$ cat src/rtl/prd_pkg.sv
// prd_pkg: shared types and constants of the pulse rate detector
// no dependencies; used by the interfaces, the divider, the detector and the checker
`timescale 1ns / 1ps

package prd_pkg;

	// payload field widths
	localparam int SAMPLE_W = 10;
	localparam int TIME_W   = 32;
	localparam int RATE_W   = 16;
	localparam int MEAN_W   = 10;
	localparam int PREV_W   = 17;

	// configuration port
	localparam int CFG_IDX_W  = 8;
	localparam int CFG_DATA_W = 10;

	// configuration register indexes
	localparam logic [CFG_IDX_W-1:0] REG_PRESENCE = 8'd0;
	localparam logic [CFG_IDX_W-1:0] REG_LIMIT    = 8'd1;

	// reset values and fixed numbers
	localparam logic [CFG_DATA_W-1:0] PRESENCE_RST = 10'd150;
	localparam logic [CFG_DATA_W-1:0] LIMIT_RST    = 10'd300;
	localparam logic [RATE_W-1:0]     RATE_NUM     = 16'd60000;
	localparam logic [PREV_W-1:0]     PREV_NONE    = 17'h1FFFF;
	localparam int                    DVS_W        = 32;

	// sequencer states
	typedef enum logic [3:0] {
		ST_IDLE,
		ST_WRD,
		ST_WUPD,
		ST_DBASE,
		ST_CMP,
		ST_IVL,
		ST_DRATE,
		ST_HRD,
		ST_HUPD,
		ST_HMEAN,
		ST_DMEAN,
		ST_FIN
	} st_t;

	// divider status seen by the sequencer
	typedef struct packed {
		logic busy;
		logic done;
	} div_stat_t;

endpackage

$ cat src/rtl/prd_if.sv
// prd_if: valid/ready channel interfaces for samples, results and configuration
// depends on prd_pkg for field widths
`timescale 1ns / 1ps

interface prd_sample_if;
	logic                          valid;
	logic                          ready;
	logic [prd_pkg::SAMPLE_W-1:0]  sample;
	logic [prd_pkg::TIME_W-1:0]    time_ms;

	modport source (output valid, output sample, output time_ms, input ready);
	modport sink (input valid, input sample, input time_ms, output ready);
endinterface

interface prd_result_if;
	logic                        valid;
	logic                        ready;
	logic                        accepted;
	logic [prd_pkg::RATE_W-1:0]  beat_rate;
	logic                        rate_valid;
	logic [prd_pkg::MEAN_W-1:0]  mean_rate;
	logic                        zero_interval;

	modport source (output valid, output accepted, output beat_rate, output rate_valid,
		output mean_rate, output zero_interval, input ready);
	modport sink (input valid, input accepted, input beat_rate, input rate_valid,
		input mean_rate, input zero_interval, output ready);
endinterface

interface prd_cfg_if;
	logic                            valid;
	logic                            ready;
	logic [prd_pkg::CFG_IDX_W-1:0]   index;
	logic [prd_pkg::CFG_DATA_W-1:0]  data;

	modport source (output valid, output index, output data, input ready);
	modport sink (input valid, input index, input data, output ready);
endinterface

$ cat src/rtl/prd_ram.sv
// prd_ram: single-port store with registered read and per-entry valid bits
// depends on nothing; an entry never written reads as zero
`timescale 1ns / 1ps

module prd_ram #(
	parameter int DEPTH = 16,
	parameter int WIDTH = 10,
	localparam int AW = (DEPTH > 1) ? $clog2(DEPTH) : 1
) (
	input  logic             clk,
	input  logic             arst_n,
	input  logic [AW-1:0]    addr,
	input  logic             wr_en,
	input  logic [WIDTH-1:0] wdata,
	output logic [WIDTH-1:0] rdata
);

	logic [WIDTH-1:0] mem [DEPTH];
	logic [DEPTH-1:0] vld_q;
	logic [WIDTH-1:0] rd_q;
	logic             rvld_q;

	// storage array, read data registered
	always_ff @(posedge clk) begin
		if (wr_en) begin
			mem[addr] <= wdata;
		end
		rd_q <= mem[addr];
	end

	// valid bits, cleared by reset
	always_ff @(posedge clk or negedge arst_n) begin
		if (!arst_n) begin
			vld_q  <= '0;
			rvld_q <= 1'b0;
		end else begin
			rvld_q <= vld_q[addr];
			if (wr_en) begin
				vld_q[addr] <= 1'b1;
			end
		end
	end

	assign rdata = rvld_q ? rd_q : '0;

endmodule

$ cat src/rtl/prd_div.sv
// prd_div: restoring serial divider, one quotient bit per cycle
// depends on prd_pkg for the status struct and divisor width
`timescale 1ns / 1ps

module prd_div #(
	parameter int DVD_W = 16,
	localparam int CW = $clog2(DVD_W + 1)
) (
	input  logic                      clk,
	input  logic                      arst_n,
	input  logic                      start,
	input  logic [DVD_W-1:0]          dividend,
	input  logic [prd_pkg::DVS_W-1:0] divisor,
	output prd_pkg::div_stat_t        stat,
	output logic [DVD_W-1:0]          quotient
);

	logic [prd_pkg::DVS_W-1:0] rem_q;
	logic [prd_pkg::DVS_W-1:0] dvs_q;
	logic [DVD_W-1:0]          quo_q;
	logic [CW-1:0]             cnt_q;
	logic                      busy_q;
	logic                      done_q;
	logic [prd_pkg::DVS_W:0]   trial;
	logic [prd_pkg::DVS_W:0]   diff;
	logic                      qbit;

	// shift in the next dividend bit and try the subtraction
	always_comb begin
		trial = {rem_q, quo_q[DVD_W-1]};
		diff  = trial - {1'b0, dvs_q};
		qbit  = (trial >= {1'b0, dvs_q});
	end

	// datapath
	always_ff @(posedge clk) begin
		if (start) begin
			rem_q <= '0;
			dvs_q <= divisor;
			quo_q <= dividend;
		end else if (busy_q) begin
			rem_q <= qbit ? diff[prd_pkg::DVS_W-1:0] : trial[prd_pkg::DVS_W-1:0];
			quo_q <= {quo_q[DVD_W-2:0], qbit};
		end
	end

	// iteration control
	always_ff @(posedge clk or negedge arst_n) begin
		if (!arst_n) begin
			cnt_q  <= '0;
			busy_q <= 1'b0;
			done_q <= 1'b0;
		end else begin
			done_q <= 1'b0;
			if (start) begin
				cnt_q  <= CW'(DVD_W);
				busy_q <= 1'b1;
			end else if (busy_q) begin
				cnt_q <= cnt_q - CW'(1);
				if (cnt_q == CW'(1)) begin
					busy_q <= 1'b0;
					done_q <= 1'b1;
				end
			end
		end
	end

	assign stat.busy = busy_q;
	assign stat.done = done_q;
	assign quotient  = quo_q;

endmodule

$ cat src/rtl/pulse_rate_detector.sv
// pulse_rate_detector: heart rate from pulse-sensor samples, one shared serial divider
// depends on prd_pkg, prd_if, prd_ram and prd_div
// a rejected sample goes straight to the finish state; an accepted sample may have its
// beat rate and then its history mean divided by the shared divider
// throughput: one item at a time, next item taken the cycle after the result loads; a full
// output register stalls. reset clears all but the captured sample and output payload
`timescale 1ns / 1ps

module pulse_rate_detector #(
	parameter int WINDOW_DEPTH = 16
) (
	input  logic               clk,
	input  logic               arst_n,
	prd_sample_if.sink         sample_ch,
	prd_result_if.source       result_ch,
	prd_cfg_if.sink            cfg_ch
);

	localparam int PTR_W = (WINDOW_DEPTH > 1) ? $clog2(WINDOW_DEPTH) : 1;
	localparam int SUM_W = prd_pkg::SAMPLE_W + PTR_W;
	localparam int CNT_W = $clog2(WINDOW_DEPTH + 1);
	localparam int DIV_W = (SUM_W > prd_pkg::RATE_W) ? SUM_W : prd_pkg::RATE_W;
	localparam logic [PTR_W-1:0] PTR_LAST = PTR_W'(WINDOW_DEPTH - 1);
	// window mean by reciprocal multiply, exact for every window sum
	localparam int BASE_SH = SUM_W + PTR_W;
	localparam int RECIP_W = SUM_W + 1;
	localparam int PROD_W  = SUM_W + RECIP_W;
	localparam logic [RECIP_W-1:0] BASE_RECIP =
		RECIP_W'(((1 << BASE_SH) + WINDOW_DEPTH - 1) / WINDOW_DEPTH);

	prd_pkg::st_t state_q, state_d;

	// configuration
	logic [prd_pkg::CFG_DATA_W-1:0] thr_q, lim_q;

	// item and block state
	logic [prd_pkg::SAMPLE_W-1:0] smp_q;
	logic [prd_pkg::TIME_W-1:0]   now_q;
	logic [SUM_W-1:0]             win_sum_q;
	logic [PTR_W-1:0]             win_ptr_q;
	logic                         win_full_q;
	logic [prd_pkg::SAMPLE_W-1:0] base_q;
	logic                         above_q;
	logic [prd_pkg::TIME_W-1:0]   last_q, prior_q;
	logic [prd_pkg::RATE_W-1:0]   rate_q;
	logic [prd_pkg::PREV_W-1:0]   prev_q;
	logic [PTR_W-1:0]             hist_ptr_q;
	logic [SUM_W-1:0]             hist_sum_q;
	logic [CNT_W-1:0]             hist_cnt_q;
	logic [prd_pkg::MEAN_W-1:0]   mean_q;
	logic                         acc_q, zero_q;

	// output register
	logic                         o_vld_q, o_acc_q, o_rvld_q, o_zero_q;
	logic [prd_pkg::RATE_W-1:0]   o_rate_q;
	logic [prd_pkg::MEAN_W-1:0]   o_mean_q;

	// combinational controls
	logic                         in_take, out_load;
	logic                         win_we, hist_we;
	logic                         div_start;
	logic [DIV_W-1:0]             div_dvd, div_quo;
	logic [prd_pkg::DVS_W-1:0]    div_dvs;
	prd_pkg::div_stat_t           div_stat;
	logic [prd_pkg::SAMPLE_W-1:0] win_old;
	logic [prd_pkg::MEAN_W-1:0]   hist_old, hist_new;
	logic [SUM_W-1:0]             win_sum_new, hist_sum_new;
	logic [CNT_W-1:0]             hist_cnt_new;
	logic                         win_full_new;
	logic [prd_pkg::TIME_W-1:0]   ivl;
	logic [prd_pkg::RATE_W-1:0]   quo_rate;
	logic                         rate_store;
	logic [PROD_W-1:0]            base_prod;

	// sample window and rate history stores
	prd_ram #(.DEPTH(WINDOW_DEPTH), .WIDTH(prd_pkg::SAMPLE_W)) u_win (
		.clk    (clk),
		.arst_n (arst_n),
		.addr   (win_ptr_q),
		.wr_en  (win_we),
		.wdata  (smp_q),
		.rdata  (win_old)
	);

	prd_ram #(.DEPTH(WINDOW_DEPTH), .WIDTH(prd_pkg::MEAN_W)) u_hist (
		.clk    (clk),
		.arst_n (arst_n),
		.addr   (hist_ptr_q),
		.wr_en  (hist_we),
		.wdata  (hist_new),
		.rdata  (hist_old)
	);

	// shared divider: beat rate and history mean
	prd_div #(.DVD_W(DIV_W)) u_div (
		.clk      (clk),
		.arst_n   (arst_n),
		.start    (div_start),
		.dividend (div_dvd),
		.divisor  (div_dvs),
		.stat     (div_stat),
		.quotient (div_quo)
	);

	// arithmetic around the stores
	always_comb begin
		win_sum_new  = win_sum_q - SUM_W'(win_old) + SUM_W'(smp_q);
		win_full_new = win_full_q | (win_ptr_q == PTR_LAST);
		hist_new     = rate_q[prd_pkg::MEAN_W-1:0];
		hist_sum_new = hist_sum_q - SUM_W'(hist_old) + SUM_W'(hist_new);
		hist_cnt_new = hist_cnt_q - CNT_W'(hist_old != '0) + CNT_W'(hist_new != '0);
		ivl          = last_q - prior_q;
		quo_rate     = div_quo[prd_pkg::RATE_W-1:0];
		rate_store   = (quo_rate < prd_pkg::RATE_W'(lim_q))
			&& ({1'b0, quo_rate} != prev_q);
		base_prod    = PROD_W'(win_sum_q) * PROD_W'(BASE_RECIP);
	end

	// sequencer: next state and controls
	always_comb begin
		state_d   = state_q;
		in_take   = 1'b0;
		out_load  = 1'b0;
		win_we    = 1'b0;
		hist_we   = 1'b0;
		div_start = 1'b0;
		div_dvd   = DIV_W'(win_sum_new);
		div_dvs   = prd_pkg::DVS_W'(WINDOW_DEPTH);
		case (state_q)
			prd_pkg::ST_IDLE: begin
				in_take = sample_ch.valid;
				if (sample_ch.valid) begin
					state_d = (sample_ch.sample > thr_q) ? prd_pkg::ST_WRD : prd_pkg::ST_FIN;
				end
			end
			prd_pkg::ST_WRD: begin
				state_d = prd_pkg::ST_WUPD;
			end
			prd_pkg::ST_WUPD: begin
				win_we = 1'b1;
				if (win_full_new) begin
					state_d = prd_pkg::ST_DBASE;
				end else begin
					state_d = prd_pkg::ST_CMP;
				end
			end
			prd_pkg::ST_DBASE: begin
				state_d = prd_pkg::ST_CMP;
			end
			prd_pkg::ST_CMP: begin
				state_d = (smp_q > base_q) ? prd_pkg::ST_IVL : prd_pkg::ST_FIN;
			end
			prd_pkg::ST_IVL: begin
				div_dvd = DIV_W'(prd_pkg::RATE_NUM);
				div_dvs = ivl;
				if (ivl == '0) begin
					state_d = prd_pkg::ST_FIN;
				end else begin
					div_start = 1'b1;
					state_d   = prd_pkg::ST_DRATE;
				end
			end
			prd_pkg::ST_DRATE: begin
				if (div_stat.done) begin
					state_d = rate_store ? prd_pkg::ST_HRD : prd_pkg::ST_FIN;
				end
			end
			prd_pkg::ST_HRD: begin
				state_d = prd_pkg::ST_HUPD;
			end
			prd_pkg::ST_HUPD: begin
				hist_we = 1'b1;
				state_d = prd_pkg::ST_HMEAN;
			end
			prd_pkg::ST_HMEAN: begin
				div_dvd = DIV_W'(hist_sum_q);
				div_dvs = prd_pkg::DVS_W'(hist_cnt_q);
				if (hist_cnt_q == '0) begin
					state_d = prd_pkg::ST_FIN;
				end else begin
					div_start = 1'b1;
					state_d   = prd_pkg::ST_DMEAN;
				end
			end
			prd_pkg::ST_DMEAN: begin
				if (div_stat.done) begin
					state_d = prd_pkg::ST_FIN;
				end
			end
			prd_pkg::ST_FIN: begin
				if (!o_vld_q || result_ch.ready) begin
					out_load = 1'b1;
					state_d  = prd_pkg::ST_IDLE;
				end
			end
			default: begin
				state_d = prd_pkg::ST_IDLE;
			end
		endcase
	end

	// state register
	always_ff @(posedge clk or negedge arst_n) begin
		if (!arst_n) begin
			state_q <= prd_pkg::ST_IDLE;
		end else begin
			state_q <= state_d;
		end
	end

	// configuration registers, unknown indexes ignored
	always_ff @(posedge clk or negedge arst_n) begin
		if (!arst_n) begin
			thr_q <= prd_pkg::PRESENCE_RST;
			lim_q <= prd_pkg::LIMIT_RST;
		end else if (cfg_ch.valid) begin
			if (cfg_ch.index == prd_pkg::REG_PRESENCE) begin
				thr_q <= cfg_ch.data;
			end else if (cfg_ch.index == prd_pkg::REG_LIMIT) begin
				lim_q <= cfg_ch.data;
			end
		end
	end

	// item capture
	always_ff @(posedge clk) begin
		if (in_take) begin
			smp_q <= sample_ch.sample;
			now_q <= sample_ch.time_ms;
		end
	end

	// detector state
	always_ff @(posedge clk or negedge arst_n) begin
		if (!arst_n) begin
			win_sum_q  <= '0;
			win_ptr_q  <= '0;
			win_full_q <= 1'b0;
			base_q     <= '0;
			above_q    <= 1'b0;
			last_q     <= '0;
			prior_q    <= '0;
			rate_q     <= '0;
			prev_q     <= prd_pkg::PREV_NONE;
			hist_ptr_q <= '0;
			hist_sum_q <= '0;
			hist_cnt_q <= '0;
			mean_q     <= '0;
			acc_q      <= 1'b0;
			zero_q     <= 1'b0;
		end else begin
			case (state_q)
				prd_pkg::ST_IDLE: begin
					if (in_take) begin
						acc_q  <= sample_ch.sample > thr_q;
						zero_q <= 1'b0;
					end
				end
				prd_pkg::ST_WUPD: begin
					win_sum_q  <= win_sum_new;
					win_full_q <= win_full_new;
					win_ptr_q  <= (win_ptr_q == PTR_LAST) ? '0 : win_ptr_q + PTR_W'(1);
				end
				prd_pkg::ST_DBASE: begin
					base_q <= base_prod[BASE_SH +: prd_pkg::SAMPLE_W];
				end
				prd_pkg::ST_CMP: begin
					if (smp_q > base_q) begin
						if (!above_q) begin
							prior_q <= last_q;
							last_q  <= now_q;
						end
						above_q <= 1'b1;
					end else begin
						above_q <= 1'b0;
					end
				end
				prd_pkg::ST_IVL: begin
					if (ivl == '0) begin
						zero_q <= 1'b1;
					end
				end
				prd_pkg::ST_DRATE: begin
					if (div_stat.done) begin
						rate_q <= quo_rate;
					end
				end
				prd_pkg::ST_HUPD: begin
					hist_sum_q <= hist_sum_new;
					hist_cnt_q <= hist_cnt_new;
					hist_ptr_q <= (hist_ptr_q == PTR_LAST) ? '0 : hist_ptr_q + PTR_W'(1);
					prev_q     <= {1'b0, rate_q};
				end
				prd_pkg::ST_HMEAN: begin
					if (hist_cnt_q == '0) begin
						mean_q <= '0;
					end
				end
				prd_pkg::ST_DMEAN: begin
					if (div_stat.done) begin
						mean_q <= div_quo[prd_pkg::MEAN_W-1:0];
					end
				end
				default: begin
				end
			endcase
		end
	end

	// output register valid
	always_ff @(posedge clk or negedge arst_n) begin
		if (!arst_n) begin
			o_vld_q <= 1'b0;
		end else if (out_load) begin
			o_vld_q <= 1'b1;
		end else if (result_ch.ready) begin
			o_vld_q <= 1'b0;
		end
	end

	// output register payload
	always_ff @(posedge clk) begin
		if (out_load) begin
			o_acc_q  <= acc_q;
			o_rate_q <= rate_q;
			o_rvld_q <= rate_q < prd_pkg::RATE_W'(lim_q);
			o_mean_q <= mean_q;
			o_zero_q <= zero_q;
		end
	end

	// ports
	assign sample_ch.ready         = (state_q == prd_pkg::ST_IDLE);
	assign cfg_ch.ready            = 1'b1;
	assign result_ch.valid         = o_vld_q;
	assign result_ch.accepted      = o_acc_q;
	assign result_ch.beat_rate     = o_rate_q;
	assign result_ch.rate_valid    = o_rvld_q;
	assign result_ch.mean_rate     = o_mean_q;
	assign result_ch.zero_interval = o_zero_q;

	// divider is never restarted while it iterates
	a_div_idle: assert property (@(posedge clk) disable iff (!arst_n)
		div_start |-> !div_stat.busy)
		else $error("divider started while busy");

	// a new result is only loaded from the finish state
	a_load_fin: assert property (@(posedge clk) disable iff (!arst_n)
		out_load |-> (state_q == prd_pkg::ST_FIN))
		else $error("result loaded outside finish state");

	// once filled, the window stays full
	a_full_stays: assert property (@(posedge clk) disable iff (!arst_n)
		win_full_q |=> win_full_q)
		else $error("window full flag dropped");

	// nonzero history count never exceeds the history depth
	a_hist_cnt: assert property (@(posedge clk) disable iff (!arst_n)
		hist_cnt_q <= CNT_W'(WINDOW_DEPTH))
		else $error("history count out of range");

endmodule

$ cat src/flat_wrapper.sv
// flat-port wrapper written by rule: the top's interface ports become plain ports
module pulse_rate_detector_flat 
#(
	parameter int WINDOW_DEPTH = 16
)
  (clk, arst_n, sample_ch_valid, sample_ch_sample, sample_ch_time_ms, sample_ch_ready, result_ch_valid, result_ch_accepted, result_ch_beat_rate, result_ch_rate_valid, result_ch_mean_rate, result_ch_zero_interval, result_ch_ready, cfg_ch_valid, cfg_ch_index, cfg_ch_data, cfg_ch_ready);
  prd_sample_if sample_ch_i ();
  prd_result_if result_ch_i ();
  prd_cfg_if cfg_ch_i ();
  input  logic clk;
  input  logic arst_n;
  input wire logic [$bits(sample_ch_i.valid)-1:0] sample_ch_valid;
  input wire logic [$bits(sample_ch_i.sample)-1:0] sample_ch_sample;
  input wire logic [$bits(sample_ch_i.time_ms)-1:0] sample_ch_time_ms;
  output wire logic [$bits(sample_ch_i.ready)-1:0] sample_ch_ready;
  output wire logic [$bits(result_ch_i.valid)-1:0] result_ch_valid;
  output wire logic [$bits(result_ch_i.accepted)-1:0] result_ch_accepted;
  output wire logic [$bits(result_ch_i.beat_rate)-1:0] result_ch_beat_rate;
  output wire logic [$bits(result_ch_i.rate_valid)-1:0] result_ch_rate_valid;
  output wire logic [$bits(result_ch_i.mean_rate)-1:0] result_ch_mean_rate;
  output wire logic [$bits(result_ch_i.zero_interval)-1:0] result_ch_zero_interval;
  input wire logic [$bits(result_ch_i.ready)-1:0] result_ch_ready;
  input wire logic [$bits(cfg_ch_i.valid)-1:0] cfg_ch_valid;
  input wire logic [$bits(cfg_ch_i.index)-1:0] cfg_ch_index;
  input wire logic [$bits(cfg_ch_i.data)-1:0] cfg_ch_data;
  output wire logic [$bits(cfg_ch_i.ready)-1:0] cfg_ch_ready;
  assign sample_ch_i.valid = sample_ch_valid;
  assign sample_ch_i.sample = sample_ch_sample;
  assign sample_ch_i.time_ms = sample_ch_time_ms;
  assign sample_ch_ready = sample_ch_i.ready;
  assign result_ch_valid = result_ch_i.valid;
  assign result_ch_accepted = result_ch_i.accepted;
  assign result_ch_beat_rate = result_ch_i.beat_rate;
  assign result_ch_rate_valid = result_ch_i.rate_valid;
  assign result_ch_mean_rate = result_ch_i.mean_rate;
  assign result_ch_zero_interval = result_ch_i.zero_interval;
  assign result_ch_i.ready = result_ch_ready;
  assign cfg_ch_i.valid = cfg_ch_valid;
  assign cfg_ch_i.index = cfg_ch_index;
  assign cfg_ch_i.data = cfg_ch_data;
  assign cfg_ch_ready = cfg_ch_i.ready;
  pulse_rate_detector #(.WINDOW_DEPTH(WINDOW_DEPTH)) u_core (.clk(clk), .arst_n(arst_n), .sample_ch(sample_ch_i), .result_ch(result_ch_i), .cfg_ch(cfg_ch_i));
endmodule
$ cat config.mk
export PLATFORM = sky130hd
export DESIGN_NAME = pulse_rate_detector_flat
export DESIGN_NICKNAME = d
export VERILOG_FILES = /design/src/rtl/prd_pkg.sv /design/src/rtl/prd_if.sv /design/src/rtl/prd_ram.sv /design/src/rtl/prd_div.sv /design/src/rtl/pulse_rate_detector.sv /design/src/flat_wrapper.sv
export SDC_FILE = /design/constraint.sdc
export NUM_CORES = 1
export LEC_CHECK = 0
export CORE_UTILIZATION = 30
export CTS_BUF_LIST = sky130_fd_sc_hd__clkbuf_4
export CTS_CLUSTER_SIZE = 30
export DETAILED_ROUTE_END_ITERATION = 8
export DONT_BUFFER_PORTS = 1
export HOLD_SLACK_MARGIN = 0.06
export REMOVE_ABC_BUFFERS = 1
export SLEW_MARGIN = 30
export SYNTH_ARGS = -nofsm -noshare
export SYNTH_HDL_FRONTEND = slang
export SYNTH_HIERARCHICAL = 1
export SYNTH_SLANG_ARGS = --single-unit
$ cat constraint.sdc
create_clock -name clk -period 8.1 [get_ports clk]
set_input_delay 1.62 -clock clk [delete_from_list [all_inputs] [get_ports clk]]
set_output_delay 1.62 -clock clk [all_outputs]
set_load 0.005 [all_outputs]
==> results of run 1 <==
==> registers in the layout, indices dropped and copies added (netlist names), 16 cells and up <==
signal,count
u_core/u_win/vld_q,16
u_core/now_q,32
u_core/u_win/mem,160
u_core/u_hist/vld_q,16
u_core/rate_q,16
u_core/last_q,32
u_core/prior_q,32
u_core/u_div/quotient,16
u_core/u_div/rem_q,32
u_core/u_hist/mem,160
u_core/u_div/dvs_q,32
u_core/prev_q,17
u_core/result_ch.beat_rate,16
==> path summary, 6_finish.rpt <==
| path | slack (ns) | depth (start not counted) | startpoint | end |
|---|---|---|---|---|
| max | 2.73 | 19 | u_core/last_q[0] | u_core/u_div/rem_q[30] |
| min | 0.25 | 0 | arst_n | u_core/rate_q[8] |
| max reg2reg | 2.73 | 19 | u_core/last_q[0] | u_core/u_div/rem_q[30] |
| min reg2reg | 0.44 | 0 | u_core/mean_q[8] | u_core/result_ch.mean_rate[8] |
| max in group asynchronous | 7.10 | 0 | arst_n | u_core/last_q[30] |
| min in group clk | 0.44 | 0 | u_core/mean_q[8] | u_core/result_ch.mean_rate[8] |
==> layer usage <==
metal	routed length, um	share of wire (%)
met2	37400	47
met4	2070	2.6
met3	5320	6.6
met5	87	0.11
met1	35500	44
==> layout make-up <==
type,instances,area (sq um)
fillers,11200,74300
flip-flops and latches,719,20000
multi-input cells,1687,13100
clock buffers,297,2230
well taps,1500,1880
inverters,213,802
clock inverters,51,299
repair buffers,26,215
diodes,13,32.5
==> power by group <==
part,switching [mW],internal [mW],total [mW]
Combinational,4.40,3.26,7.66
Sequential,0.684,4.83,5.51
Clock,1.53,1.71,3.24
==> stage by stage <==
stage,util [%],power (mW),instance area (sq um),cells,worst slack (ns)
after floorplan,-,11.3,33700,2619,2.43
after global placement,31.7,13.1,35800,4144,3.03
after detailed placement,31.8,13.2,35900,4144,2.83
after CTS,34.1,16.6,38400,4492,2.83
after global routing,34.1,17.8,38500,4501,2.24
final,34.1,16.4,38500,4506,2.73
==> critical path, stage by stage (launching register included) <==
cell and delay [ns]:
dfrtp_1 0.38, inv_1 0.09, ha_1 0.15, inv_1 0.05, fa_1 0.41, a211oi_2 0.42, o21ai_2 0.18, and2_1 0.22
xor2_1 0.16, nor4_1 0.42, nand4_1 0.21, nor4_2 0.35, nand4_2 0.18, nand2_1 0.15, nand2_4 0.07, buf_4 0.37
nor2b_1 0.53, nand2b_1 0.28, a2111oi_1 0.43, a221o_1 0.16
==> flow_metrics.env, run 1 <==
export IMPL_status="finished clean"
export IMPL_cp_arrival_ns=6.39
export IMPL_area_growth_pct=12.4
export IMPL_peakVddDrop_uv=180
export IMPL_cts_tree="done"
export IMPL_hp_class="input port to async pin"
export IMPL_final_common_cell="edfxtp_1"
export IMPL_row_count=123
export IMPL_hold_violations=0
export IMPL_cts_sinks=719
export IMPL_synth_cells=2722
export IMPL_place_congestion=0.843
export IMPL_cts_resized=0
export IMPL_fin_crit_ns=5.37
export IMPL_ios=97
export IMPL_hold_buffers=0
export IMPL_max_clock_freq_mhz=186
export IMPL_antenna_found_initial=15
export IMPL_finalSetupViolations=0
export IMPL_fin_skew_ns=0.0707
export IMPL_drtAntennaViolNets=0
export IMPL_grtUsageTotal_pct=14.0
export IMPL_drtIter0Drc=1267
export IMPL_cts_setup_buffers=0
export IMPL_initial_core_util_pct=30.3
export IMPL_wl_per_cell_um=17.8
export IMPL_slew_violations=0
export IMPL_grt_max_degree=229
export IMPL_num_vias=21500
export IMPL_clk_pin_slew_ns=0.07
export IMPL_root_buffer="clkbuf_4"
export IMPL_busiest_layer="met2"
export IMPL_worst_slew_pin_slew_ns=0.999
export IMPL_endpoint_kind="flip-flop"
export IMPL_gr_usage_met1_pct=18.1
export IMPL_cts_buffers=187
export IMPL_leakage_nw=15.0
export IMPL_post_route_period_util_pct=66.3
export IMPL_rsz0062_at_grt="false"
export IMPL_htreeDepth=4
export IMPL_drt_total_wl_um=80300
export IMPL_grt_pass1_wl_um=125000
export IMPL_syn_avg_cell_area_sq_um=12.6
export IMPL_drc=0
export IMPL_layout_nets=3062
export IMPL_met2_usage_pct=22.1
export IMPL_ctsLongestPathBuffers=3
export IMPL_yosys_warnings=6
export IMPL_power_density_nw_per_um2=426
export IMPL_dieHeight_um=340
export IMPL_via_per_inst=4.77
export IMPL_max_cap_viol_count=0
export IMPL_holdWs_ns=0.249
export IMPL_crit_required_ns=9.12
export IMPL_critPathMaxFanout=76
export IMPL_grt_pass1_vias=21600
export IMPL_die_area_sq_um=115000
export IMPL_drt_first_pass_iters=5
export IMPL_place_hpwl_um=53900
export IMPL_core_sq_um=113000
export IMPL_fin_tns_setup_ns=0
export IMPL_port_buffers=0
export IMPL_use_met3_pct=4.33
export IMPL_grt_overflow_total=0
export IMPL_die_w_um=340
export IMPL_worstSetupPathType="flip-flop to flip-flop"
export IMPL_setup_worst_path_start_class="flip-flop"
export IMPL_final_cell_mix="edfxtp_1, clkbuf_4, nand2_1, inv_1, dfrtp_1"
export IMPL_synth_cell_area_sq_um=34200
export IMPL_drive_gt1_share_pct=20.5
export IMPL_slew_headroom_pct=33.2
export IMPL_insertion_delay_ns=1.11
Note: power is estimated with default switching activity, not from simulation.
==> run 2: changes to the inputs <==
==> constraint.sdc (replaced) <==
create_clock -name clk -period 5 [get_ports clk]
set_input_delay 1 -clock clk [delete_from_list [all_inputs] [get_ports clk]]
set_output_delay 1 -clock clk [all_outputs]
set_load 0.005 [all_outputs]
==> run 2 against run 1 <==
Effect of this change:
- the flow now finishes with violations (negative hold slack)
- via count grew 1.6%
- combinational power increased by 62%
- first-iteration DRC count rose by 17%
- power grew 63%
- non-clock buffer count is 71 higher
- hold slack got worse by 0.57 ns
- critical endpoint is now u_core/u_div/quotient[0]
- largest cell class unchanged
- highest routed layer unchanged
==> flow_metrics.env, run 2 (synthesis gave the netlist of run 1 again) <==
export IMPL_grtUsageTotal_pct=14.1
export IMPL_num_vias=21800
export IMPL_port_buffers=0
export IMPL_endpoint_kind="flip-flop"
export IMPL_setup_worst_path_start_class="flip-flop"
export IMPL_worstSetupPathType="flip-flop to flip-flop"
export IMPL_core_sq_um=113000
export IMPL_crit_top_cell="inv_1"
export IMPL_fin_crit_ns=4.59
export IMPL_slowest_delay_ns=0.41
export IMPL_layout_nets=3132
export IMPL_final_common_cell="edfxtp_1"
export IMPL_final_cells=4576
export IMPL_dieHeight_um=340
export IMPL_clk_pin_slew_ns=0.07
export IMPL_die_area_sq_um=115000
export IMPL_ctsLongestPathBuffers=3
export IMPL_violations="negative hold slack"
export IMPL_drt_total_wl_um=81200
export IMPL_hold_violations=203
export IMPL_finalSetupViolations=0
export IMPL_grt_overflow_total=0
export IMPL_drt_first_pass_iters=5
export IMPL_reg_largest_list="u_core/u_hist/mem x160, u_core/u_win/mem x160"
export IMPL_fillers=11100
export IMPL_die_w_um=340
export IMPL_final_cell_mix="edfxtp_1, clkbuf_4, nand2_1, inv_1, dfrtp_1"
export IMPL_place_congestion=0.832
export IMPL_peakVddDrop_uv=302
export IMPL_drtAntennaViolNets=0
export IMPL_hold_buffers=53
export IMPL_wl_per_cell_um=17.7
export IMPL_drtIter0Drc=1487
export IMPL_via_per_inst=4.77
export IMPL_cts_sinks=719
export IMPL_insertion_delay_ns=1.06
export IMPL_root_buffer="clkbuf_4"
export IMPL_place_hpwl_um=54500
export IMPL_post_route_period_util_pct=91.8
export IMPL_cp_arrival_ns=5.26
export IMPL_status="finished, violations left"
export IMPL_critPathMaxFanout=31
export IMPL_initial_core_util_pct=30.3
export IMPL_htreeDepth=4
export IMPL_grt_max_degree=229
export IMPL_crit_required_ns=5.67
export IMPL_rsz0062_at_grt="false"
export IMPL_max_clock_freq_mhz=218
export IMPL_max_cap_viol_count=0
export IMPL_drive_gt1_share_pct=20.2
export IMPL_hp_class="input port to async pin"
export IMPL_row_count=123
export IMPL_drc=0
export IMPL_antenna_found_initial=10
export IMPL_cts_tree="done"
export IMPL_placed_cells=4163
export IMPL_grt_pass1_wl_um=127000
export IMPL_slew_violations=0
export IMPL_cp_cell_sequence="inv_1 -> ha_1 -> inv_1 -> fa_1 -> a211oi_2 -> o21ai_1 -> o21ai_0 -> or3b_1 -> nor4_1 -> nand4_1 -> nor4_2 -> nand4_2 -> nand2_1 -> nand2_4 -> buf_4 -> nor2_1 -> inv_1"
export IMPL_ios=97
export IMPL_worst_slew_pin_slew_ns=0.965
export IMPL_power_density_nw_per_um2=682
export IMPL_power_mw=26.7
export IMPL_cts_buffers=186
export IMPL_leakage_nw=15.3
export IMPL_slew_headroom_pct=35.6
export IMPL_fin_skew_ns=0.0623
export IMPL_critPathSlowestCell="fa_1"
export IMPL_grt_pass1_vias=22100
export IMPL_holdWs_ns=-0.318
export IMPL_area_growth_pct=14.2
-- run 2: changes by cell type in the layout (fill, tap and decap cells not counted), moves of 3 or more --
cell,before,now
dlygate4sd3_1,0,53
clkinv_2,4,7
nor2_2,25,12
diode_2,13,10
clkinv_4,1,4
nor2_1,128,141
inv_6,7,4
buf_4,25,42
-- run 2: final timing paths --
check                                 start  cells past startpoint  slack (ns)                       endpoint
max in group asynchronous            arst_n                      0        4.72            u_core/win_ptr_q[0]
setup / recovery           u_core/last_q[0]                     17        0.41       u_core/u_div/quotient[0]
min in group clk            sample_ch_valid                      3        0.22                  u_core/zero_q
hold reg to reg            u_core/mean_q[5]                      0        0.45  u_core/result_ch.mean_rate[5]
setup reg to reg           u_core/last_q[0]                     17        0.41       u_core/u_div/quotient[0]
hold / removal                       arst_n                      0       -0.32               u_core/mean_q[8]
-- run 2: power breakdown --
group	total (mW)	switching [mW]	leakage, nW	internal, mW
combinational	12.4	7.10	6.41	5.34
clock	5.29	2.48	1.52	2.81
sequential	8.95	1.14	7.39	7.81
total	26.7	10.7	15.3	16.0
-- run 2: per-stage QoR --
step                      hold WS, ns  instance area, sq um  utilization [%]  setup WS (ns)  TNS, ns
after CTS                      -0.490                 39100             34.6          0.372        0
final                          -0.318                 39100             34.7          0.408        0
after global placement          0.437                 36000             31.9          0.530        0
after floorplan                 0.424                 33700                -         -0.666   -20.03
after detailed placement        0.436                 36000             31.9          0.457        0
after global routing           -0.437                 39100             34.7         0.0278        0
-- run 2: cell type report --
cell class | count | area, sq um | area share [%]
Antenna cell | 10 | 25.0 | 0.0640
Clock buffer | 296 | 2220 | 5.68
Clock inverter | 54 | 323 | 0.826
Inverter | 213 | 802 | 2.05
Multi-Input combinational cell | 1687 | 13000 | 33.3
Sequential cell | 719 | 20000 | 51.1
Tap cell | 1500 | 1880 | 4.80
Timing Repair Buffer | 97 | 868 | 2.22
-- run 2: what timing repair did --
item / 4_1_cts / 5_1_grt
hold endpoints to repair: 292 / 225
gates resized for setup: 0 / 0
buffers inserted: 0 / 0
-- run 2: per-layer routing --
metal	share of wire, %	GRT usage [%]	up-vias
li1	-	-	10400
met3	5.3	3.14	121
met2	47	22.6	539
met4	1.7	4.46	6
met5	0.042	0	-
met1	45	19.0	10700
-- run 2: critical path: cells and delay by family, from the launching register on --
family / cells / cell delay [ns]
flops: 1 / 0.38
simple gates: 8 / 1.87
compound gates: 3 / 0.62
fa+ha+maj: 2 / 0.57
buf+inv: 4 / 0.75
